==> config.mk <==
export PLATFORM = sky130hd
export DESIGN_NAME = buffer_frame_lookup_clock_replace_unit
export DESIGN_NICKNAME = d
export VERILOG_FILES = /design/src/rtl/bflcr_pkg.sv /design/src/rtl/buffer_frame_lookup_clock_replace_unit.sv /design/src/rtl/bflcr_datapath.sv /design/src/rtl/bflcr_ctrl.sv
export SDC_FILE = /design/constraint.sdc
export NUM_CORES = 2
export LEC_CHECK = 0
export BUFFER_PORTS_ARGS = -buffer_cell sky130_fd_sc_hd__buf_4
export CORE_MARGIN = 2
export CORE_UTILIZATION = 34
export DETAILED_ROUTE_END_ITERATION = 6
export HOLD_SLACK_MARGIN = 0.03
export PLACE_DENSITY = 0.49
export SYNTH_ARGS = -nofsm -noshare
export SYNTH_HDL_FRONTEND = slang
export SYNTH_SLANG_ARGS = --single-unit
==> constraint.sdc <==
create_clock -name clk_i -period 7.6 [get_ports clk_i]
set_clock_uncertainty 0.15 [all_clocks]
set_input_delay 0.76 -clock clk_i [delete_from_list [all_inputs] [get_ports clk_i]]
set_output_delay 0.76 -clock clk_i [all_outputs]
set_load 0.02 [all_outputs]
==> src/rtl/bflcr_pkg.sv <==
// Package with shared types and constants of the buffer frame lookup unit.
package bflcr_pkg;

  localparam int unsigned FileW = 16;
  localparam int unsigned PageW = 24;
  localparam int unsigned FrameW = 6;

  localparam logic [1:0] OpRead = 2'd0;
  localparam logic [1:0] OpWrite = 2'd1;
  localparam logic [1:0] OpRelFile = 2'd2;
  localparam logic [1:0] OpRelAll = 2'd3;

  typedef enum logic [2:0] {
    StIdle,
    StLookup,
    StSweep,
    StRelease,
    StOut
  } state_e;

  // Commands from the controller to the datapath.
  typedef struct packed {
    logic capture;    // latch the input beat
    logic lookup;     // tag match and first-choice allocation
    logic sweep_step; // one clock-hand step
    logic rel_step;   // examine one frame for release
    logic rel_close;  // load the closing release result
  } dp_cmd_t;

  // Status from the datapath to the controller.
  typedef struct packed {
    logic is_release;
    logic alloc_done;  // lookup resolved without sweep
    logic sweep_done;  // current sweep step found a victim
    logic rel_emit;    // current release frame produces a write-back
    logic rel_last;    // current release frame is the final frame
  } dp_sts_t;

endpackage

==> src/rtl/buffer_frame_lookup_clock_replace_unit.sv <==
// Top level of the buffer pool frame table with clock replacement.
//
// The unit takes one beat at a time on the slave side and answers on the master side.
// A read or write access is resolved by the lookup on a hit or when a never-allocated
// or discarded frame is available; otherwise the clock sweep steps the hand frame by
// frame until it finds an unreferenced victim. A release walks all Frames entries, one
// per cycle, and holds on each selected dirty frame until its write-back beat is taken,
// then sends a closing beat with tlast-style last set. A new input beat is accepted
// only once the final result beat of the previous one has been taken. Tags are
// undefined after reset and are read only for occupied frames.
module buffer_frame_lookup_clock_replace_unit import bflcr_pkg::*; #(
  parameter int unsigned Frames = 16
) (
  input  logic        clk_i,
  input  logic        rst_ni,
  input  logic        s_axis_tvalid,
  output logic        s_axis_tready,
  input  logic [47:0] s_axis_tdata,  // operation[1:0], file_id[17:2], page_id[41:18]
  output logic        m_axis_tvalid,
  input  logic        m_axis_tready,
  output logic [47:0] m_axis_tdata,  // frame[5:0], hit[6], writeback_valid[7],
                                     // writeback_file[23:8], writeback_page[47:24]
  output logic        m_axis_tlast
);

  dp_cmd_t cmd;
  dp_sts_t sts;
  logic [FrameW-1:0] frame;
  logic hit, wbv, last;
  logic [FileW-1:0] wbf;
  logic [PageW-1:0] wbp;

  bflcr_ctrl u_ctrl (
    .clk_i(clk_i), .rst_ni(rst_ni),
    .in_valid_i(s_axis_tvalid), .in_ready_o(s_axis_tready),
    .out_valid_o(m_axis_tvalid), .out_ready_i(m_axis_tready),
    .out_last_i(last), .cmd_o(cmd), .sts_i(sts)
  );

  bflcr_datapath #(.Frames(Frames)) u_dp (
    .clk_i(clk_i), .rst_ni(rst_ni), .cmd_i(cmd), .sts_o(sts),
    .op_i(s_axis_tdata[1:0]), .file_i(s_axis_tdata[17:2]), .page_i(s_axis_tdata[41:18]),
    .frame_o(frame), .hit_o(hit), .wbv_o(wbv), .wbf_o(wbf), .wbp_o(wbp), .last_o(last)
  );

  assign m_axis_tdata = {wbp, wbf, wbv, hit, frame};
  assign m_axis_tlast = last;

endmodule

==> src/rtl/bflcr_datapath.sv <==
// Datapath of the frame table: tags, status bits, clock hand and result register.
module bflcr_datapath import bflcr_pkg::*; #(
  parameter int unsigned Frames = 16
) (
  input  logic              clk_i,
  input  logic              rst_ni,
  input  dp_cmd_t           cmd_i,
  output dp_sts_t           sts_o,
  input  logic [1:0]        op_i,
  input  logic [FileW-1:0]  file_i,
  input  logic [PageW-1:0]  page_i,
  output logic [FrameW-1:0] frame_o,
  output logic              hit_o,
  output logic              wbv_o,
  output logic [FileW-1:0]  wbf_o,
  output logic [PageW-1:0]  wbp_o,
  output logic              last_o
);

  localparam int unsigned IdxW = (Frames > 1) ? $clog2(Frames) : 1;
  localparam logic [IdxW-1:0] LastIdx = IdxW'(Frames - 1);

  logic [FileW-1:0] tag_file_q [Frames];
  logic [PageW-1:0] tag_page_q [Frames];
  logic [Frames-1:0] occ_q, ever_q, ref_q, dirty_q;
  logic [IdxW-1:0] hand_q, idx_q;
  logic [1:0] op_q;
  logic [FileW-1:0] file_q;
  logic [PageW-1:0] page_q;

  logic [FrameW-1:0] frame_q;
  logic hit_q, wbv_q, last_q;
  logic [FileW-1:0] wbf_q;
  logic [PageW-1:0] wbp_q;

  logic [Frames-1:0] match;
  logic hit_any, free_any, disc_any;
  logic [IdxW-1:0] hit_idx, free_idx, disc_idx;

  always_comb begin
    hit_any = 1'b0;
    free_any = 1'b0;
    disc_any = 1'b0;
    hit_idx = '0;
    free_idx = '0;
    disc_idx = '0;
    for (int i = Frames - 1; i >= 0; i--) begin
      match[i] = occ_q[i] && tag_file_q[i] == file_q && tag_page_q[i] == page_q;
      if (match[i]) begin
        hit_any = 1'b1;
        hit_idx = IdxW'(i);
      end
      if (!ever_q[i]) begin
        free_any = 1'b1;
        free_idx = IdxW'(i);
      end
      if (!occ_q[i]) begin
        disc_any = 1'b1;
        disc_idx = IdxW'(i);
      end
    end
  end

  logic rel_sel;
  assign rel_sel = occ_q[idx_q] && (op_q == OpRelAll || tag_file_q[idx_q] == file_q);

  assign sts_o.is_release = op_q[1];
  assign sts_o.alloc_done = hit_any || free_any || disc_any;
  assign sts_o.sweep_done = !ref_q[hand_q];
  assign sts_o.rel_emit = rel_sel && dirty_q[idx_q];
  assign sts_o.rel_last = idx_q == LastIdx;

  logic [IdxW-1:0] hand_nxt;
  assign hand_nxt = (hand_q == LastIdx) ? '0 : hand_q + 1'b1;

  // Allocate on a miss: never-allocated frame, then discarded one, then sweep victim.
  logic do_alloc;
  logic [IdxW-1:0] alloc_idx;
  always_comb begin
    do_alloc = 1'b0;
    alloc_idx = hand_q;
    if (cmd_i.lookup && !hit_any && (free_any || disc_any)) begin
      do_alloc = 1'b1;
      alloc_idx = free_any ? free_idx : disc_idx;
    end else if (cmd_i.sweep_step && !ref_q[hand_q]) begin
      do_alloc = 1'b1;
      alloc_idx = hand_q;
    end
  end

  always_ff @(posedge clk_i) begin
    if (cmd_i.capture) begin
      op_q <= op_i;
      file_q <= file_i;
      page_q <= page_i;
    end
    if (do_alloc) begin
      tag_file_q[alloc_idx] <= file_q;
      tag_page_q[alloc_idx] <= page_q;
    end
  end

  always_ff @(posedge clk_i or negedge rst_ni) begin
    if (!rst_ni) begin
      occ_q <= '0;
      ever_q <= '0;
      ref_q <= '0;
      dirty_q <= '0;
      hand_q <= '0;
      idx_q <= '0;
    end else begin
      if (cmd_i.capture) begin
        idx_q <= '0;
      end
      if (cmd_i.lookup && hit_any) begin
        ref_q[hit_idx] <= 1'b1;
        if (op_q == OpWrite) begin
          dirty_q[hit_idx] <= 1'b1;
        end
      end
      if (cmd_i.sweep_step) begin
        hand_q <= hand_nxt;
        if (ref_q[hand_q]) begin
          ref_q[hand_q] <= 1'b0;
        end
      end
      if (do_alloc) begin
        occ_q[alloc_idx] <= 1'b1;
        ever_q[alloc_idx] <= 1'b1;
        ref_q[alloc_idx] <= 1'b1;
        dirty_q[alloc_idx] <= op_q == OpWrite;
      end
      if (cmd_i.rel_step) begin
        if (rel_sel) begin
          occ_q[idx_q] <= 1'b0;
          ref_q[idx_q] <= 1'b0;
          dirty_q[idx_q] <= 1'b0;
        end
        if (idx_q != LastIdx) begin
          idx_q <= idx_q + 1'b1;
        end
      end
    end
  end

  // Result register.
  always_ff @(posedge clk_i) begin
    if (cmd_i.lookup && sts_o.alloc_done) begin
      frame_q <= FrameW'(hit_any ? hit_idx : alloc_idx);
      hit_q <= hit_any;
      wbv_q <= !hit_any && occ_q[alloc_idx] && dirty_q[alloc_idx];
      wbf_q <= (!hit_any && occ_q[alloc_idx] && dirty_q[alloc_idx]) ?
               tag_file_q[alloc_idx] : '0;
      wbp_q <= (!hit_any && occ_q[alloc_idx] && dirty_q[alloc_idx]) ?
               tag_page_q[alloc_idx] : '0;
      last_q <= 1'b1;
    end else if (do_alloc) begin
      frame_q <= FrameW'(alloc_idx);
      hit_q <= 1'b0;
      wbv_q <= occ_q[alloc_idx] && dirty_q[alloc_idx];
      wbf_q <= (occ_q[alloc_idx] && dirty_q[alloc_idx]) ? tag_file_q[alloc_idx] : '0;
      wbp_q <= (occ_q[alloc_idx] && dirty_q[alloc_idx]) ? tag_page_q[alloc_idx] : '0;
      last_q <= 1'b1;
    end else if (cmd_i.rel_step && sts_o.rel_emit) begin
      frame_q <= FrameW'(idx_q);
      hit_q <= 1'b0;
      wbv_q <= 1'b1;
      wbf_q <= tag_file_q[idx_q];
      wbp_q <= tag_page_q[idx_q];
      last_q <= 1'b0;
    end else if (cmd_i.rel_close) begin
      frame_q <= '0;
      hit_q <= 1'b0;
      wbv_q <= 1'b0;
      wbf_q <= '0;
      wbp_q <= '0;
      last_q <= 1'b1;
    end
  end

  assign frame_o = frame_q;
  assign hit_o = hit_q;
  assign wbv_o = wbv_q;
  assign wbf_o = wbf_q;
  assign wbp_o = wbp_q;
  assign last_o = last_q;

  // A sweep never runs while a never-allocated or discarded frame exists.
  a_sweep_full: assert property (@(posedge clk_i) disable iff (!rst_ni)
    cmd_i.sweep_step |-> (&ever_q && &occ_q))
    else $error("clock sweep with a free frame");

  // Every allocated frame ends up occupied and referenced.
  a_alloc_ref: assert property (@(posedge clk_i) disable iff (!rst_ni)
    do_alloc |=> (occ_q[$past(alloc_idx)] && ref_q[$past(alloc_idx)]))
    else $error("allocated frame not marked");

  // At most one frame holds a given tag.
  a_unique_tag: assert property (@(posedge clk_i) disable iff (!rst_ni)
    cmd_i.lookup |-> $onehot0(match))
    else $error("duplicate tag in frame table");

endmodule

==> src/rtl/bflcr_ctrl.sv <==
// Controller state machine of the frame table.
module bflcr_ctrl import bflcr_pkg::*; (
  input  logic    clk_i,
  input  logic    rst_ni,
  input  logic    in_valid_i,
  output logic    in_ready_o,
  output logic    out_valid_o,
  input  logic    out_ready_i,
  input  logic    out_last_i,
  output dp_cmd_t cmd_o,
  input  dp_sts_t sts_i
);

  state_e state_q, state_d;
  logic rel_more_q, rel_more_d;

  always_ff @(posedge clk_i or negedge rst_ni) begin
    if (!rst_ni) begin
      state_q <= StIdle;
      rel_more_q <= 1'b0;
    end else begin
      state_q <= state_d;
      rel_more_q <= rel_more_d;
    end
  end

  always_comb begin
    state_d = state_q;
    rel_more_d = rel_more_q;
    cmd_o = '0;
    in_ready_o = 1'b0;
    out_valid_o = 1'b0;
    case (state_q)
      StIdle: begin
        in_ready_o = 1'b1;
        if (in_valid_i) begin
          cmd_o.capture = 1'b1;
          state_d = StLookup;
        end
      end
      StLookup: begin
        if (sts_i.is_release) begin
          state_d = StRelease;
        end else begin
          cmd_o.lookup = 1'b1;
          state_d = sts_i.alloc_done ? StOut : StSweep;
        end
      end
      StSweep: begin
        cmd_o.sweep_step = 1'b1;
        if (sts_i.sweep_done) begin
          state_d = StOut;
        end
      end
      StRelease: begin
        if (sts_i.rel_emit) begin
          cmd_o.rel_step = 1'b1;
          rel_more_d = !sts_i.rel_last;
          state_d = StOut;
        end else if (sts_i.rel_last) begin
          cmd_o.rel_step = 1'b1;
          cmd_o.rel_close = 1'b1;
          state_d = StOut;
        end else begin
          cmd_o.rel_step = 1'b1;
        end
      end
      StOut: begin
        out_valid_o = 1'b1;
        if (out_ready_i) begin
          if (out_last_i) begin
            state_d = StIdle;
          end else if (rel_more_q) begin
            state_d = StRelease;
          end else begin
            cmd_o.rel_close = 1'b1;
            state_d = StOut;
          end
        end
      end
      default: state_d = StIdle;
    endcase
  end

  a_in_idle: assert property (@(posedge clk_i) disable iff (!rst_ni)
    in_ready_o |-> !out_valid_o)
    else $error("input taken while result pending");

  a_last_idle: assert property (@(posedge clk_i) disable iff (!rst_ni)
    (out_valid_o && out_ready_i && out_last_i) |=> state_q == StIdle)
    else $error("no return to idle after last beat");

  a_sweep_out: assert property (@(posedge clk_i) disable iff (!rst_ni)
    (state_q == StSweep && sts_i.sweep_done) |=> out_valid_o)
    else $error("sweep victim not presented");

endmodule

---- Yosys cells after proc, flatten, opt, wreduce, memory -nomap -nowiden ----
Memories as Yosys holds them, arrays and structs flattened.
Index checks and enable logic that the tools add are counted.
operators by class
  $add $sub $neg .......................... 2
  multiply operators ...................... 0
  div/mod/pow operators ................... 0
  magnitude comparators ................... 8
  equality and inequality tests ........... 46
  shifts and indexed selects .............. 0
  mux-type cells .......................... 189
  bitwise logic cells ..................... 11
  reduce and logical (&&, ||, !) cells .... 60
operators by type and width
  operator                                             count
  == test 24 bit                                       16
  2-to-1 mux 16 bit                                    20
  == test 16 bit                                       17
  2-to-1 mux 4 bit                                     55
  2-to-1 mux 24 bit                                    6
  2-to-1 mux 1 bit                                     83
  OR 16 bit                                            5
  AND 16 bit                                           4
  logical AND 1 bit                                    47
  NOT 16 bit                                           2
  2-to-1 mux 3 bit                                     9
  2-to-1 mux 6 bit                                     4
  binary-select mux 1 bit (select 4 bit)               5
  < comparator 4 x 5 -> 1 bit, second input constant   4
  bitwise mux 16 bit                                   1
  demux 1 bit (select 4 bit)                           4
  >= comparator 4 x 1 -> 1 bit, second input constant  4
  case mux 3 bit (5 select lines)                      1
  adder 4 x 1 -> 4 bit, second input constant          2
  == test 4 bit, second input constant                 2
  == test 3 x 2 -> 1 bit, second input constant        2
  inequality test 2 bit, second input constant         3
  logical OR 1 bit                                     4
  inequality test 4 bit, second input constant         1
  13 further kinds                                     15
storage, ports and cells
  register bits ........................... 167
  latch bits .............................. 0
  bits in writable memories ............... 640
  bits in read-only memories .............. 0
  input port bits ......................... 52
  output and inout port bits .............. 51
  word-level logic and storage cells ...... 335
  memories kept ........................... 2
memory list
  memory           words  bits a word  rd ports  clocked after memory_dff  wr ports  RTL line              RTL
  u_dp.tag_page_q  16     24           18        0                         1         bflcr_datapath.sv:24  logic [PageW-1:0] tag_page_q [Frames];
  u_dp.tag_file_q  16     16           18        0                         1         bflcr_datapath.sv:23  logic [FileW-1:0] tag_file_q [Frames];

---- Depth between registers and ports, before layout ----
An unclocked memory read counts as a cell.
  depth after elaboration ................. 34
  gate-level depth with buffers ........... 19
  gate-level depth less buffers ........... 13

---- Cells and area by module ----
A second synthesis with hierarchy kept.
second synthesis, totals
  cell total of the unflattened synthesis .. 3,620
  area, all modules ....................... 46,470.8 um2
modules (own cells, without submodules)
  module                                  times used  cells an instance  area each (um2)  sequential area each (um2)
  bflcr_datapath                          1           3,575              46,110.5         23,682.7
  bflcr_ctrl                              1           43                 345.3            100.1
  buffer_frame_lookup_clock_replace_unit  1           2                  15.0             0.0

---- Worst setup path after synthesis ----
Ideal clock, no wire load.
  path type ............................... register to register
  from .................................... register u_dp.idx_q[0]
  to ...................................... register u_dp.frame_q[0], in the netlist u_dp.frame_o[0], enable pin
  library setup time ...................... 0.689 ns
  arrival ................................. 4.418 ns
  required time ........................... 6.761 ns
  slack ................................... 2.343 ns
  stages on the path, launching flop included .. 12
  buffers on the path ..................... 2
  path through ............................ dfrtp_1 > clkbuf_1 > buf_2 > mux4_2 > mux4_2 > xor2_1 > nor4_1 > nand4_1 > a22o_1 > a211o_1 > a32oi_1 > nand3b_1
on the way
  cells in the longest elaborated chain, start to end .. 8
  elaborated cells on any way between the ends .. 15
ends and longest elaborated chain
  item                                     RTL line               RTL
  start, declared                          bflcr_datapath.sv:26   logic [IdxW-1:0] hand_q, idx_q;
  start signal, assigned                   bflcr_datapath.sv:140  idx_q <= idx_q + 1'b1;
  memory read (16 x 16 bit)                -
  == test 16 bit                           bflcr_datapath.sv:65   assign rel_sel = occ_q[idx_q] && (op_q == OpRelAll || tag_file_q[idx_q] == file_q);
  logical OR 1 bit                         bflcr_datapath.sv:65
  logical AND 1 bit                        bflcr_datapath.sv:65
  logical AND 1 bit                        bflcr_datapath.sv:70   assign sts_o.rel_emit = rel_sel && dirty_q[idx_q];
  2-to-1 mux 1 bit                         bflcr_ctrl.sv:56       if (sts_i.rel_emit) begin
  case mux 1 bit (2 select lines)          bflcr_ctrl.sv:33       case (state_q)
  nonzero test 4 bit (no source line) (*)  -
  end signal, assigned                     bflcr_datapath.sv:149  frame_q <= FrameW'(hit_any ? hit_idx : alloc_idx);
  end signal, assigned                     bflcr_datapath.sv:158  frame_q <= FrameW'(alloc_idx);
  end signal, assigned                     bflcr_datapath.sv:165  frame_q <= FrameW'(idx_q);
  end, declared                            bflcr_datapath.sv:31   logic [FrameW-1:0] frame_q;
Mark *: on every way between the ends. The rest lies on a longest branch, timed or not. The select of a mux whose other input is x is not followed.
A chain may end at the register's enable or synchronous reset.

---- Worst setup path in the final report ----
  from .................................... register u_dp.page_q[3]
  to ...................................... register u_dp.wbp_q[5], in the netlist u_dp.wbp_o[5], data pin
on the way
  cells in the longest elaborated chain, start to end .. 28
  elaborated cells on any way between the ends .. 68
ends and longest elaborated chain
  item                                                    RTL line                                      RTL
  start, declared                                         bflcr_datapath.sv:29                          logic [PageW-1:0] page_q;
  start signal, assigned                                  bflcr_datapath.sv:95                          page_q <= page_i;
  == test 24 bit                                          bflcr_datapath.sv:48                          match[i] = occ_q[i] && tag_file_q[i] == file_q && tag_page_q[i] == page_q;
  logical AND 1 bit                                       bflcr_datapath.sv:48
  2-to-1 mux 1 bit (15 in a row)                          bflcr_datapath.sv:49                          if (match[i]) begin
  2-to-1 mux 1 bit (*)                                    bflcr_datapath.sv:49
  logical NOT 1 bit                                       bflcr_datapath.sv:82, bflcr_datapath.sv:154
  logical AND 1 bit (2 in a row)                          bflcr_datapath.sv:82                          if (cmd_i.lookup && !hit_any && (free_any || disc_any)) begin
  2-to-1 mux 4 bit                                        bflcr_datapath.sv:82
  binary-select mux 1 bit (select 4 bit)                  bflcr_datapath.sv:154, bflcr_datapath.sv:162
  2-to-1 mux 1 bit (not written as such)                  bflcr_datapath.sv:154, bflcr_datapath.sv:162
  logical AND 1 bit (on tied branches)                    bflcr_datapath.sv:162, bflcr_datapath.sv:154
  2-to-1 mux 24 bit or logical AND 1 bit (tied branches)  bflcr_datapath.sv:162, bflcr_datapath.sv:154
  2-to-1 mux 24 bit (on tied branches)                    bflcr_datapath.sv:157, bflcr_datapath.sv:154
  2-to-1 mux 24 bit (*)                                   bflcr_datapath.sv:148                         if (cmd_i.lookup && sts_o.alloc_done) begin
  end signal, assigned                                    bflcr_datapath.sv:154                         wbp_q <= (!hit_any && occ_q[alloc_idx] && dirty_q[alloc_idx]) ?
  end signal, assigned                                    bflcr_datapath.sv:162                         wbp_q <= (occ_q[alloc_idx] && dirty_q[alloc_idx]) ? tag_page_q[alloc_idx] : '0;
  end signal, assigned                                    bflcr_datapath.sv:169                         wbp_q <= tag_page_q[idx_q];
  end, declared                                           bflcr_datapath.sv:34                          logic [PageW-1:0] wbp_q;
Marked as above.

==> impl_metrics.csv <==
group,metric,value,unit
sta,finalHoldViolations,0,
setup_path,critPathKind,"register to register",
global_route,met3_usage,6.42,%
detailed_routing,drc_errors,3,
logic_synthesis,syn_inst,4127,
logic_synthesis,synthXorXnorAreaFrac,11.2,%
setup_path,slowest_stage,"xnor2_1",
global_route,overflow,0,
detailed_routing,drtIter0Drc,5664,
pwr,combPwrFrac,48.9,%
global_route,grt_pass1_vias,37800,
detailed_routing,finalWirelength,273,mm
sta,setup_viol,0,
logic_synthesis,ys_top_cells_by_count,"728 x edfxtp_1, 567 x xnor2_1, 482 x nand2_1",
cells_and_area,utilization,40.7,%
global_route,met1_usage,45.3,%
sta,worstMarginPinSlew,1500,ps
global_route,top_usage_layer,"met2",
setup_path,crit_start,"u_dp.page_q[3]",
sta,slew_violations,3,
global_route,grt_pass1_wl,356,mm
cells_and_area,area_delta_synth_final,18.9,%
pwr,pwr-share-clk,22.6,%
floorplanning,coreArea,141000,um2
logic_synthesis,synth_area_leaders,"edfxtp_1 45%, xnor2_1 10%, mux4_2 9.9%, dfrtp_1 3.9%, nand2_1 3.7%",
clocking,cts_made_buffers,99,
clocking,cts.sinks,805,
floorplanning,dieArea,145000,um2
setup_path,cp_common_cell,"buf_4",
logic_synthesis,synth_top_area_cell,"edfxtp_1",
sta,fmax,0.144,GHz
logic_synthesis,ys.flop_type,"edfxtp_1",
floorplanning,ioPinCount,103,
pwr,p_sw,9.69,mW
hold_path,min_path_type,"input port to register",
sta,setup_tns,0,ps
global_route,grt_max_degree,75,
clocking,clock_latency,740,ps
placement,globalplace.congestion,1.09,
pwr,seq_power_share,28.4,%
cells_and_area,num-fill-cells,13700,
clocking,cts_tree,"done",
logic_synthesis,synth.avg_cell_area,11.7,um2
pwr,swShare,44.8,%
floorplanning,initial_utilization,34.2,%
run_status,status,"finished, violations left",
detailed_routing,ant_nets,0,
logic_synthesis,synth_edf_count,728,
setup_path,required,8060,ps
logic_synthesis,ys_ff_latch,805,
global_route,grtUsageTotal,36.8,%
logic_synthesis,post_synth_num_cell_types,78,
clocking,cts-root-buf,"clkbuf_16",
detailed_routing,wl_per_cell,42.5,um
sta,max_slew_margin,-0.860,%
logic_synthesis,synth_top_family_by_area,"simple AND/OR/NAND/NOR gates",
clocking,cts.path.max_buffers,3,
placement,io_buffer_count,94,
setup_path,cp-end-kind,"register",
logic_synthesis,yosys.area.top_type_share,45.2,%
run_status,violations,"design-rule violations, max-capacitance violations, max-slew violations",
logic_synthesis,synthAdderAreaFrac,0.207,%
hold_path,hold_start,"s_axis_tdata[41]",
setup_path,r2r_start,"u_dp.page_q[3]",
clocking,htreeDepth,3,
clocking,cts_resized,0,
clocking,cts.reportedPaths.clkPinSlew,60,ps
logic_synthesis,post-synth-top-count-cell,"edfxtp_1",
global_route,grt_use_met2,57.3,%
sta,period_needed,6930,ps
logic_synthesis,muxShareOfSynthArea,13.6,%
detailed_routing,drt_first_pass_iters,7,
sta,rsz0062_at_grt,"no",
logic_synthesis,synth_compound_area_share,6.66,%
pwr,powerDensity,377,nW/um2
setup_path,cp-start-kind,"register",
flow_run,drv_cap,1,
logic_synthesis,yosysWarnings,0,
placement,dp_hpwl,215,mm
setup_path,worst_ep_arrival_time,7390,ps
setup_path,crit_chain,"xnor2_1 -> nand4_1 -> nor4_1 -> and4_1 -> and4b_1 -> nand4_2 -> nor2_1 -> buf_4 -> mux2i_4 -> o32ai_1 -> a211o_1 -> a2111o_2 -> buf_4 -> buf_12 -> o41ai_2 -> buf_4",
logic_synthesis,syn-cell-area,48300,um2
setup_path,cp_max_fo,12,
pwr,internal_power,12.0,mW
floorplanning,die_x,381,um
pwr,p_leak,19.4,nW
floorplanning,rows,138,
cells_and_area,fin_nets,4496,
pwr,peakVddDrop,0.233,mV
logic_synthesis,yosys.area_share.simple,15.9,%
cells_and_area,layout-drive-gt1-share,20.4,%
detailed_routing,vias,39800,
sta,fin_crit_sh,91.1,%
detailed_routing,viasPerCell,6.20,
logic_synthesis,yosysSeqAreaShare,49.2,%
global_route,grt_antenna_before_repair,17,
logic_synthesis,async_flop_share,9.44,%
floorplanning,dieHeight,381,um
setup_path,slowest_delay,1330,ps
## cell type report
| type | count | area, um2 | share of cell area [%] |
|---|---|---|---|
| sequential | 805 | 23800 | 41.4 |
| multi-input combinational | 2968 | 23100 | 40.3 |
| clock inverter | 58 | 561 | 0.975 |
| clock buffer | 124 | 2720 | 4.73 |
| antenna | 9 | 22.5 | 0.0392 |
| tap | 1890 | 2360 | 4.12 |
| inverter | 79 | 297 | 0.516 |
| timing repair buffer | 483 | 4560 | 7.94 |
## timing repair
action / in CTS / in global routing
endpoints found under the hold margin: 49 / 0
setup buffers: 0 / 0
hold buffers: 30 / 0
## sequential cells by signal, indices dropped and copies added, names as in the netlist
signal / flops
u_dp.wbf_o: 16
u_dp.hand_q: 4
u_dp.wbp_o: 24
u_ctrl.state_q: 3
u_dp.page_q: 24
u_dp.tag_file_q: 256
u_dp.tag_page_q: 384
u_dp.wbv_o: 1
u_dp.op_q: 2
u_dp.frame_o: 4
u_dp.file_q: 16
u_dp.idx_q: 4
u_dp.occ_q: 16
u_ctrl.rel_more_q: 1
u_dp.hit_o: 1
u_dp.dirty_q: 16
u_dp.ever_q: 16
u_dp.ref_q: 16
u_dp.last_o: 1
## metal layers
metal	wire (um)	vias to the layer above	share of wire [%]
li1	-	16400	-
met1	102000	20500	38
met2	123000	2332	45
met3	20700	552	7.6
met4	26500	6	9.7
met5	36	-	0.013
## cell usage in the layout, fill, tap and decap left out, types with 78 or more instances in the layout
cell type and instances:
nand2_1 480, o21ai_0 86, edfxtp_1 728, nor2_1 100, clkbuf_16 105, nand3_1 240, a21oi_1 99, nor4_1 78
mux4_2 213, buf_4 384, xnor2_1 567, nand2b_1 81, nand4_1 273, mux2i_1 131
## final timing paths
path / endpoint / slack (ps) / depth (start not counted)
max in group asynchronous: u_dp.idx_q[3] / 5790 / 3
worst max-delay path: u_dp.wbp_o[5] / 670 / 16
min in group asynchronous: u_dp.ever_q[6] / 330 / 2
worst max register to register: u_dp.wbp_o[5] / 670 / 16
worst min-delay path: u_dp.page_q[23] / 60 / 1
worst min register to register: u_dp.ever_q[9] / 360 / 2
## metrics by stage
| stage | cell area [um2] | hold slack (ps) | setup slack, ps | instances | power [mW] |
|---|---|---|---|---|---|
| floorplan | 48300 | 309 | 2340 | 4128 | 11.3 |
| global placement | 53900 | 327 | 1010 | 6195 | 16.5 |
| detailed placement | 53900 | 343 | 969 | 6195 | 16.5 |
| CTS | 57400 | 31.1 | 942 | 6407 | 21.4 |
| global route | 57400 | 44.9 | 595 | 6407 | 22.1 |
| finish | 57500 | 60.9 | 674 | 6416 | 21.6 |
## worst max-delay path: cells and delay by family (launching register included)
| kind | cells | cell delay, ps |
|---|---|---|
| compound gates | 4 | 1430 |
| xor+xnor | 1 | 1330 |
| simple gates | 6 | 1970 |
| flops | 1 | 770 |
| buf+inv | 4 | 840 |
| mux | 1 | 220 |
## power groups by stage
stage	logic, mW	registers (mW)	clock network, mW
floorplan	5.30	6.03	0
global placement	10.3	6.21	0
detailed placement	10.3	6.22	0
CTS	10.3	6.13	4.95
global route	10.8	6.19	5.10
finish	10.6	6.16	4.90
## cell families (layout without fill, tap and decap cells)
family / Yosys count / count (layout)
muxes: 386 / 386
AOI/OAI and AO/OA: 451 / 451
xor gates and xnor gates: 620 / 620
and+or+nand+nor: 1501 / 1501
other: 1 / 11
buffers and inverters: 355 / 744
DFF: 805 / 805
adders and majority gates: 8 / 8
No activity file was read; power rests on OpenSTA's default activity.
